File: src/sv/dat_pkg.sv
`timescale 1ns / 1ps
// ----------------------------------------------------------------------------
// Dynamic array table package
// Shared types, codes and port widths for the dynamic array table block.
// ----------------------------------------------------------------------------
package dat_pkg;

	localparam int IN_W  = 48;
	localparam int OUT_W = 72;
	localparam int CFG_W = 11;
	localparam int IDX_W = 10;
	localparam int VAL_W = 32;
	localparam int CNT_OUT_W = 11;
	localparam int CAP_OUT_W = 12;
	localparam int OUT_PAD_W = OUT_W - (2 + VAL_W + 1 + IDX_W + CNT_OUT_W + CAP_OUT_W);

	typedef enum logic [2:0] {
		ACT_APPEND = 3'd0,
		ACT_INSERT = 3'd1,
		ACT_EDIT   = 3'd2,
		ACT_DELETE = 3'd3,
		ACT_GET    = 3'd4,
		ACT_FIND   = 3'd5
	} act_t;

	typedef enum logic [1:0] {
		ST_OK         = 2'd0,
		ST_BAD_INDEX  = 2'd1,
		ST_STORE_FULL = 2'd2
	} status_t;

	typedef enum logic [2:0] {
		S_IDLE,
		S_DECIDE,
		S_SCAN,
		S_DRAIN,
		S_PUT,
		S_SHRINK,
		S_GET,
		S_DONE
	} state_t;

	typedef struct packed {
		logic    accept;
		logic    scan_start;
		logic    scan_step;
		logic    wr_val;
		logic    rd_idx;
		logic    get_cap;
		logic    grow;
		logic    cnt_inc;
		logic    del_commit;
		logic    set_st;
		status_t st;
		logic    load_out;
	} dat_cmd_t;

	typedef struct packed {
		act_t act;
		logic idx_gt;
		logic idx_ge;
		logic del_no_shift;
		logic full;
		logic cnt_zero;
		logic scan_last;
		logic match_now;
		logic out_busy;
	} dat_stat_t;

endpackage

File: src/sv/dat_ctrl.sv
`timescale 1ns / 1ps
// ----------------------------------------------------------------------------
// Dynamic array table controller
// Sequences each action through decision, entry walk, commit and result.
// ----------------------------------------------------------------------------
module dat_ctrl (
	input  logic               clk,
	input  logic               arst_n,
	input  logic               s_tvalid,
	output logic               s_tready,
	output dat_pkg::dat_cmd_t  cmd,
	input  dat_pkg::dat_stat_t stat
);

	dat_pkg::state_t state_q, state_d;

	always_ff @(posedge clk or negedge arst_n) begin
		if (!arst_n) begin
			state_q <= dat_pkg::S_IDLE;
		end else begin
			state_q <= state_d;
		end
	end

	always_comb begin
		state_d  = state_q;
		cmd      = '0;
		cmd.st   = dat_pkg::ST_OK;
		s_tready = 1'b0;
		unique case (state_q)
			dat_pkg::S_IDLE: begin
				s_tready = 1'b1;
				if (s_tvalid) begin
					cmd.accept = 1'b1;
					state_d    = dat_pkg::S_DECIDE;
				end
			end
			dat_pkg::S_DECIDE: begin
				state_d = dat_pkg::S_DONE;
				unique case (stat.act)
					dat_pkg::ACT_APPEND: begin
						if (stat.full) begin
							cmd.set_st = 1'b1;
							cmd.st     = dat_pkg::ST_STORE_FULL;
						end else begin
							cmd.wr_val  = 1'b1;
							cmd.grow    = 1'b1;
							cmd.cnt_inc = 1'b1;
						end
					end
					dat_pkg::ACT_INSERT: begin
						priority if (stat.idx_gt) begin
							cmd.set_st = 1'b1;
							cmd.st     = dat_pkg::ST_BAD_INDEX;
						end else if (stat.full) begin
							cmd.set_st = 1'b1;
							cmd.st     = dat_pkg::ST_STORE_FULL;
						end else if (stat.idx_ge) begin
							cmd.grow = 1'b1;
							state_d  = dat_pkg::S_PUT;
						end else begin
							cmd.grow       = 1'b1;
							cmd.scan_start = 1'b1;
							state_d        = dat_pkg::S_SCAN;
						end
					end
					dat_pkg::ACT_EDIT: begin
						if (stat.idx_ge) begin
							cmd.set_st = 1'b1;
							cmd.st     = dat_pkg::ST_BAD_INDEX;
						end else begin
							cmd.wr_val = 1'b1;
						end
					end
					dat_pkg::ACT_DELETE: begin
						priority if (stat.idx_ge) begin
							cmd.set_st = 1'b1;
							cmd.st     = dat_pkg::ST_BAD_INDEX;
						end else if (stat.del_no_shift) begin
							state_d = dat_pkg::S_SHRINK;
						end else begin
							cmd.scan_start = 1'b1;
							state_d        = dat_pkg::S_SCAN;
						end
					end
					dat_pkg::ACT_GET: begin
						if (stat.idx_ge) begin
							cmd.set_st = 1'b1;
							cmd.st     = dat_pkg::ST_BAD_INDEX;
						end else begin
							cmd.rd_idx = 1'b1;
							state_d    = dat_pkg::S_GET;
						end
					end
					dat_pkg::ACT_FIND: begin
						if (!stat.cnt_zero) begin
							cmd.scan_start = 1'b1;
							state_d        = dat_pkg::S_SCAN;
						end
					end
					default: begin
						state_d = dat_pkg::S_DONE;
					end
				endcase
			end
			dat_pkg::S_SCAN: begin
				if (stat.match_now) begin
					state_d = dat_pkg::S_DONE;
				end else begin
					cmd.scan_step = 1'b1;
					if (stat.scan_last) begin
						state_d = dat_pkg::S_DRAIN;
					end
				end
			end
			dat_pkg::S_DRAIN: begin
				priority case (stat.act)
					dat_pkg::ACT_INSERT: state_d = dat_pkg::S_PUT;
					dat_pkg::ACT_DELETE: state_d = dat_pkg::S_SHRINK;
					default:             state_d = dat_pkg::S_DONE;
				endcase
			end
			dat_pkg::S_PUT: begin
				cmd.wr_val  = 1'b1;
				cmd.cnt_inc = 1'b1;
				state_d     = dat_pkg::S_DONE;
			end
			dat_pkg::S_SHRINK: begin
				cmd.del_commit = 1'b1;
				state_d        = dat_pkg::S_DONE;
			end
			dat_pkg::S_GET: begin
				cmd.get_cap = 1'b1;
				state_d     = dat_pkg::S_DONE;
			end
			dat_pkg::S_DONE: begin
				if (!stat.out_busy) begin
					cmd.load_out = 1'b1;
					state_d      = dat_pkg::S_IDLE;
				end
			end
			default: begin
				state_d = dat_pkg::S_IDLE;
			end
		endcase
	end

endmodule

File: config.mk
export PLATFORM = sky130hd
export DESIGN_NAME = dat_ctrl
export DESIGN_NICKNAME = d
export VERILOG_FILES = /design/src/sv/dat_pkg.sv /design/src/sv/dat_ctrl.sv
export SDC_FILE = /design/constraint.sdc
export NUM_CORES = 1
export LEC_CHECK = 0
export BUFFER_PORTS_ARGS = -buffer_cell sky130_fd_sc_hd__buf_4
export CELL_PAD_IN_SITES_DETAIL_PLACEMENT = 0
export CELL_PAD_IN_SITES_GLOBAL_PLACEMENT = 1
export CORE_MARGIN = 2
export CORE_UTILIZATION = 28
export DETAILED_ROUTE_END_ITERATION = 16
export HOLD_SLACK_MARGIN = 0.15
export PLACE_DENSITY_LB_ADDON = 0.1
export SKIP_LAST_GASP = 1
export SYNTH_ARGS = -nofsm -noshare
export SYNTH_HDL_FRONTEND = slang
export SYNTH_SLANG_ARGS = --single-unit
File: constraint.sdc
create_clock -name clk -period 1.35 [get_ports clk]
set_input_delay 0.135 -clock clk [delete_from_list [all_inputs] [get_ports clk]]
set_output_delay 0.135 -clock clk [all_outputs]
set_load 0.1 [all_outputs]
## Word level (Yosys, flattened, before mapping)

Cells that the tools add are included.

| cells by class | value |
|---|---|
| equal/unequal tests | 15 |
| muxes and demuxes | 47 |
| reduce and logical (&&, ||, !) cells | 5 |

Operator list:

| kind | count |
|---|---|
| $mux W3 | 14 |
| $mux W1 | 23 |
| $eq A3 B3 Y1 const B | 6 |
| $pmux W3 S6 | 1 |
| $eq A3 B2 Y1 const B | 4 |
| $pmux W3 S4 | 1 |
| $pmux W3 S3 | 1 |
| $pmux W1 S2 | 4 |
| $eq A3 B1 Y1 const B | 2 |
| $logic_not A3 Y1 | 2 |
| $reduce_or A3 Y1 | 2 |
| $ne A2 B2 Y1 const B | 2 |
| $pmux W2 S2 | 1 |
| $ne A3 B3 Y1 const B | 1 |
| $pmux W1 S3 | 1 |
| $reduce_and A3 Y1 | 1 |
| $mux W2 | 1 |

| storage, ports and cells | value |
|---|---|
| register bits after elaboration | 3 |
| input port bits | 14 |
| output and inout bits | 14 |

## Logic depth before layout (Yosys ltp)

| depth | value |
|---|---|
| depth in word-level cells | 5 |
| mapped depth | 5 |
| mapped depth without buffers | 4 |

## Worst setup path after synthesis

Ideal clock, no wire load.

| path | value |
|---|---|
| path kind | flip-flop to output port |
| start point | reg state_q[1] |
| end point | out cmd[10] (netlist bit) |
| arrival time | 3.652 ns |
| data required time | 1.215 ns |
| slack | -2.437 ns |
| stages on the path, launching flop included | 3 |
| path buffers | 1 |
| cells stage by stage | dfrtp_1 > buf_2 > nor4b_1 |

RTL lines:

| element | line | RTL |
|---|---|---|
| start: declaration | dat_ctrl.sv:15 | `dat_pkg::state_t state_q, state_d;` |
| start signal: assignment | dat_ctrl.sv:19 | `state_q <= dat_pkg::S_IDLE;` |
| start signal: assignment | dat_ctrl.sv:21 | `state_q <= state_d;` |
| end: declaration | dat_ctrl.sv:11 | `output dat_pkg::dat_cmd_t cmd,` |

==> flow_metrics.tcl <==
set metrics [dict create \
    status "finished with violations" \
    violations "negative setup slack" \
    rows 15 \
    hold_viol_final 0 \
    clkPwrFrac 0.072 \
    syn_inst 79 \
    cts_tree "built" \
    worst_pin_slew_ns 0.3416 \
    routabilityCongestion 0.8337 \
    drt_iter0_drc 7 \
    nets 145 \
    fin_ws_ns -0.2280 \
    wl_met1_um 854 \
    seq_area_frac_synth 0.1471 \
    synth_nets 93 \
    hold_path.class "primary input to async pin" \
    synth-compound-area-share 0.2672 \
    fin_crit_sh 1.169 \
    vdd_ir_drop_max_v 0.001555 \
    synthMuxAreaShare 0.01961 \
    synthAdderAreaFrac 0 \
    power.density_nw_per_um2 1741 \
    wl_met2_mm 1.078 \
    clock-root-buffer "clkbuf_4" \
    cts-htree-levels 1 \
    clockBufferDepth 2 \
    crit_slowest_cell "dfrtp_1" \
    slew_violations 0 \
    setup_viol 15 \
    area_growth_pct 151.5 \
    slew_headroom 0.7699 \
    gr-usage-all-layers 0.2112 \
    grt_max_degree 9 \
    power_switching_share 0.5301 \
    dr.max_layer_used "met4" \
    reg_top3 "state_q: 3 flops" \
    diodes 0 \
    grt_pass1_wl_mm 3.277 \
    leakage_nw 0.5498 \
    largest_reg_flops 3 \
    arrival_ns 1.44 \
    regMostFlops "state_q" \
    wirelength_mm 2.006 \
    cts_made_buffers 3 \
    wl_met3_um 51 \
    crit_required_ns 1.22 \
    crit_type "flop to output pin" \
    yosysUniqueCellTypes 31 \
    synth_edf_count 0 \
    clock_skew_ns 0.006499 \
    crit_chain "nor2_2 -> nand2_2 -> a21oi_2 -> and3_4 -> buf_12" \
    syn-cell-area_um2 510.5 \
    dpl_cell_area_um2 943.4 \
    comb_power_share 0.832 \
    die_h_um 46.70 \
    numPortBuffers 27 \
    io_pins 28 \
    synth_top_family_by_area "simple AND/OR/NAND/NOR gates" \
    hpwl_mm 1.401 \
    core_area_um2 1727 \
    antenna_found_initial 0 \
    rrSetupSlack_ns -0.02 \
    nFillCells 132 \
    synth-simple-area-share 0.4559 \
    first_pass_iters 4 \
    die_x_um 46.70 \
    synth_xor_xnor_area_share 0 \
    internal_power_w 0.001050 \
    grt_setup_unrepaired "true" \
    fin_area_um2 1284 \
    drc 0 \
    critPathLaunchType "flop" \
    end_kind "output pin" \
    maxCapViolCount 0 \
    postLayoutCoreUtil 0.7435 \
    drive_gt1_frac 0.6692 \
    wire_per_inst_um 12.94 \
    grt-ovfl-total 0 \
    dominantRegCellSynth "dfrtp_1" \
    ys_ff_latch 3 \
    r2r_start "state_q[1]" \
    rr_endpoint "state_q[2]" \
    synth_area_per_cell_um2 6.462 \
    clkTransAtPathRegs_ns 0.04 \
    ys_warn_count 0 \
    clock_latency_ns 0.24 \
    r2r_cells 5 \
    grt_pass1_vias 777 \
    die_area_um2 2181 \
    critPathBufInv 1 \
    cp_max_fo 3 \
    clock_sinks 3 \
    initial_utilization 0.2957 \
    seqPwrFrac 0.096 \
    avgViaCountPerCell 4.858 \
    async_flop_share 1.000 \
    vias 753 \
    cp_top_family "simple AND/OR/NAND/NOR gates" \
    slowest_delay_ns 0.42 \
    min_period_ns 1.578 \
    max_freq_ghz 0.6337 \
    drtAntennaViolNets 0 \
    power.switching_w 0.001185 \
]
## how the worst max path moves through the flow
stage | from | endpoint | cells after the start
3_3_place_gp | stat[9] | cmd[3] | 6
2_1_floorplan | state_q[0] | cmd[12] | 3
5_1_grt | state_q[1] | cmd[2] | 5
6_report | state_q[1] | cmd[2] | 5
3_5_place_dp | state_q[2] | cmd[2] | 5
4_1_cts | state_q[2] | cmd[2] | 5
## synth_stat cells (all sizes together), types with 3 or more instances
master,count,share of area
nand2b,4,0.049
a21oi,11,0.11
o21ai,4,0.039
nor3,3,0.039
buf,6,0.081
nor2,14,0.10
and2,3,0.037
dfrtp,3,0.15
nand2,5,0.037
inv,4,0.029
and3,3,0.037
## metal layers
layer | up-vias | global-route usage
met4 | 0 | 0.06667
met3 | 2 | 0.02745
li1 | 388 | -
met5 | - | 0
met1 | 347 | 0.2704
met2 | 16 | 0.3667
## cell usage in the layout (no fill, tap or decap), types with 2 or more instances in the layout
cell | synthesis | final
nand2_1 | 5 | 3
nand2b_1 | 4 | 3
nand2_2 | 0 | 2
buf_12 | 0 | 12
and2_4 | 0 | 3
o21ai_0 | 4 | 4
dfrtp_2 | 0 | 2
a21oi_1 | 11 | 8
buf_4 | 2 | 33
a21oi_2 | 0 | 2
nor2_1 | 14 | 6
nor2_2 | 0 | 2
and3_4 | 0 | 3
buf_6 | 1 | 6
inv_1 | 3 | 3
nor2_4 | 0 | 6
nor2b_4 | 0 | 2
clkbuf_4 | 0 | 3
## timing repair
| action | in CTS | in global routing |
|---|---|---|
| endpoints found under the hold margin | 3 | 0 |
| setup buffers | 3 | 1 |
| hold buffers | 1 | 0 |
| gates resized for setup | 52 | 14 |
| endpoints found under the setup margin | 15 | 16 |
| pin swaps | 5 | 3 |
## per-stage QoR
stage	std cells	TNS (ns)	hold slack, ns	setup WS (ns)	total power (W)
finish	155	-1.922	0.2260	-0.2280	0.002235
CTS	154	-1.755	0.2141	-0.1865	0.002028
detailed placement	146	-0.4632	-0.07313	-0.09999	0.001527
global route	155	-2.811	0.2381	-0.3167	0.002350
global placement	146	-0.3178	-0.07389	-0.08128	0.001520
floorplan	79	-3.551	-0.1606	-0.6171	0.001174
## cells by family after synthesis
kind of cell,after synthesis
compound gates,23
buf+inv,10
flops,3
mux,1
simple gates,42
## layout make-up
cell class              count  area, um2  share of cell area
clock buffers               4      26.28             0.02047
flip-flops and latches      3      77.57             0.06043
well taps                  25      31.28             0.02437
repair buffers             53      580.6              0.4522
multi-input cells          66      553.0              0.4308
inverters                   4      15.01             0.01170
## power groups by stage
stage | Combinational [W] | Clock, W | Sequential, W
2_1_floorplan | 0.00101 | 0 | 0.000161
3_3_place_gp | 0.00134 | 0 | 0.000185
3_5_place_dp | 0.00134 | 0 | 0.000188
4_1_cts | 0.00166 | 0.000168 | 0.000201
5_1_grt | 0.00196 | 0.000173 | 0.000220
6_report | 0.00186 | 0.000162 | 0.000215
Note: power is estimated with default switching activity, not from simulation.
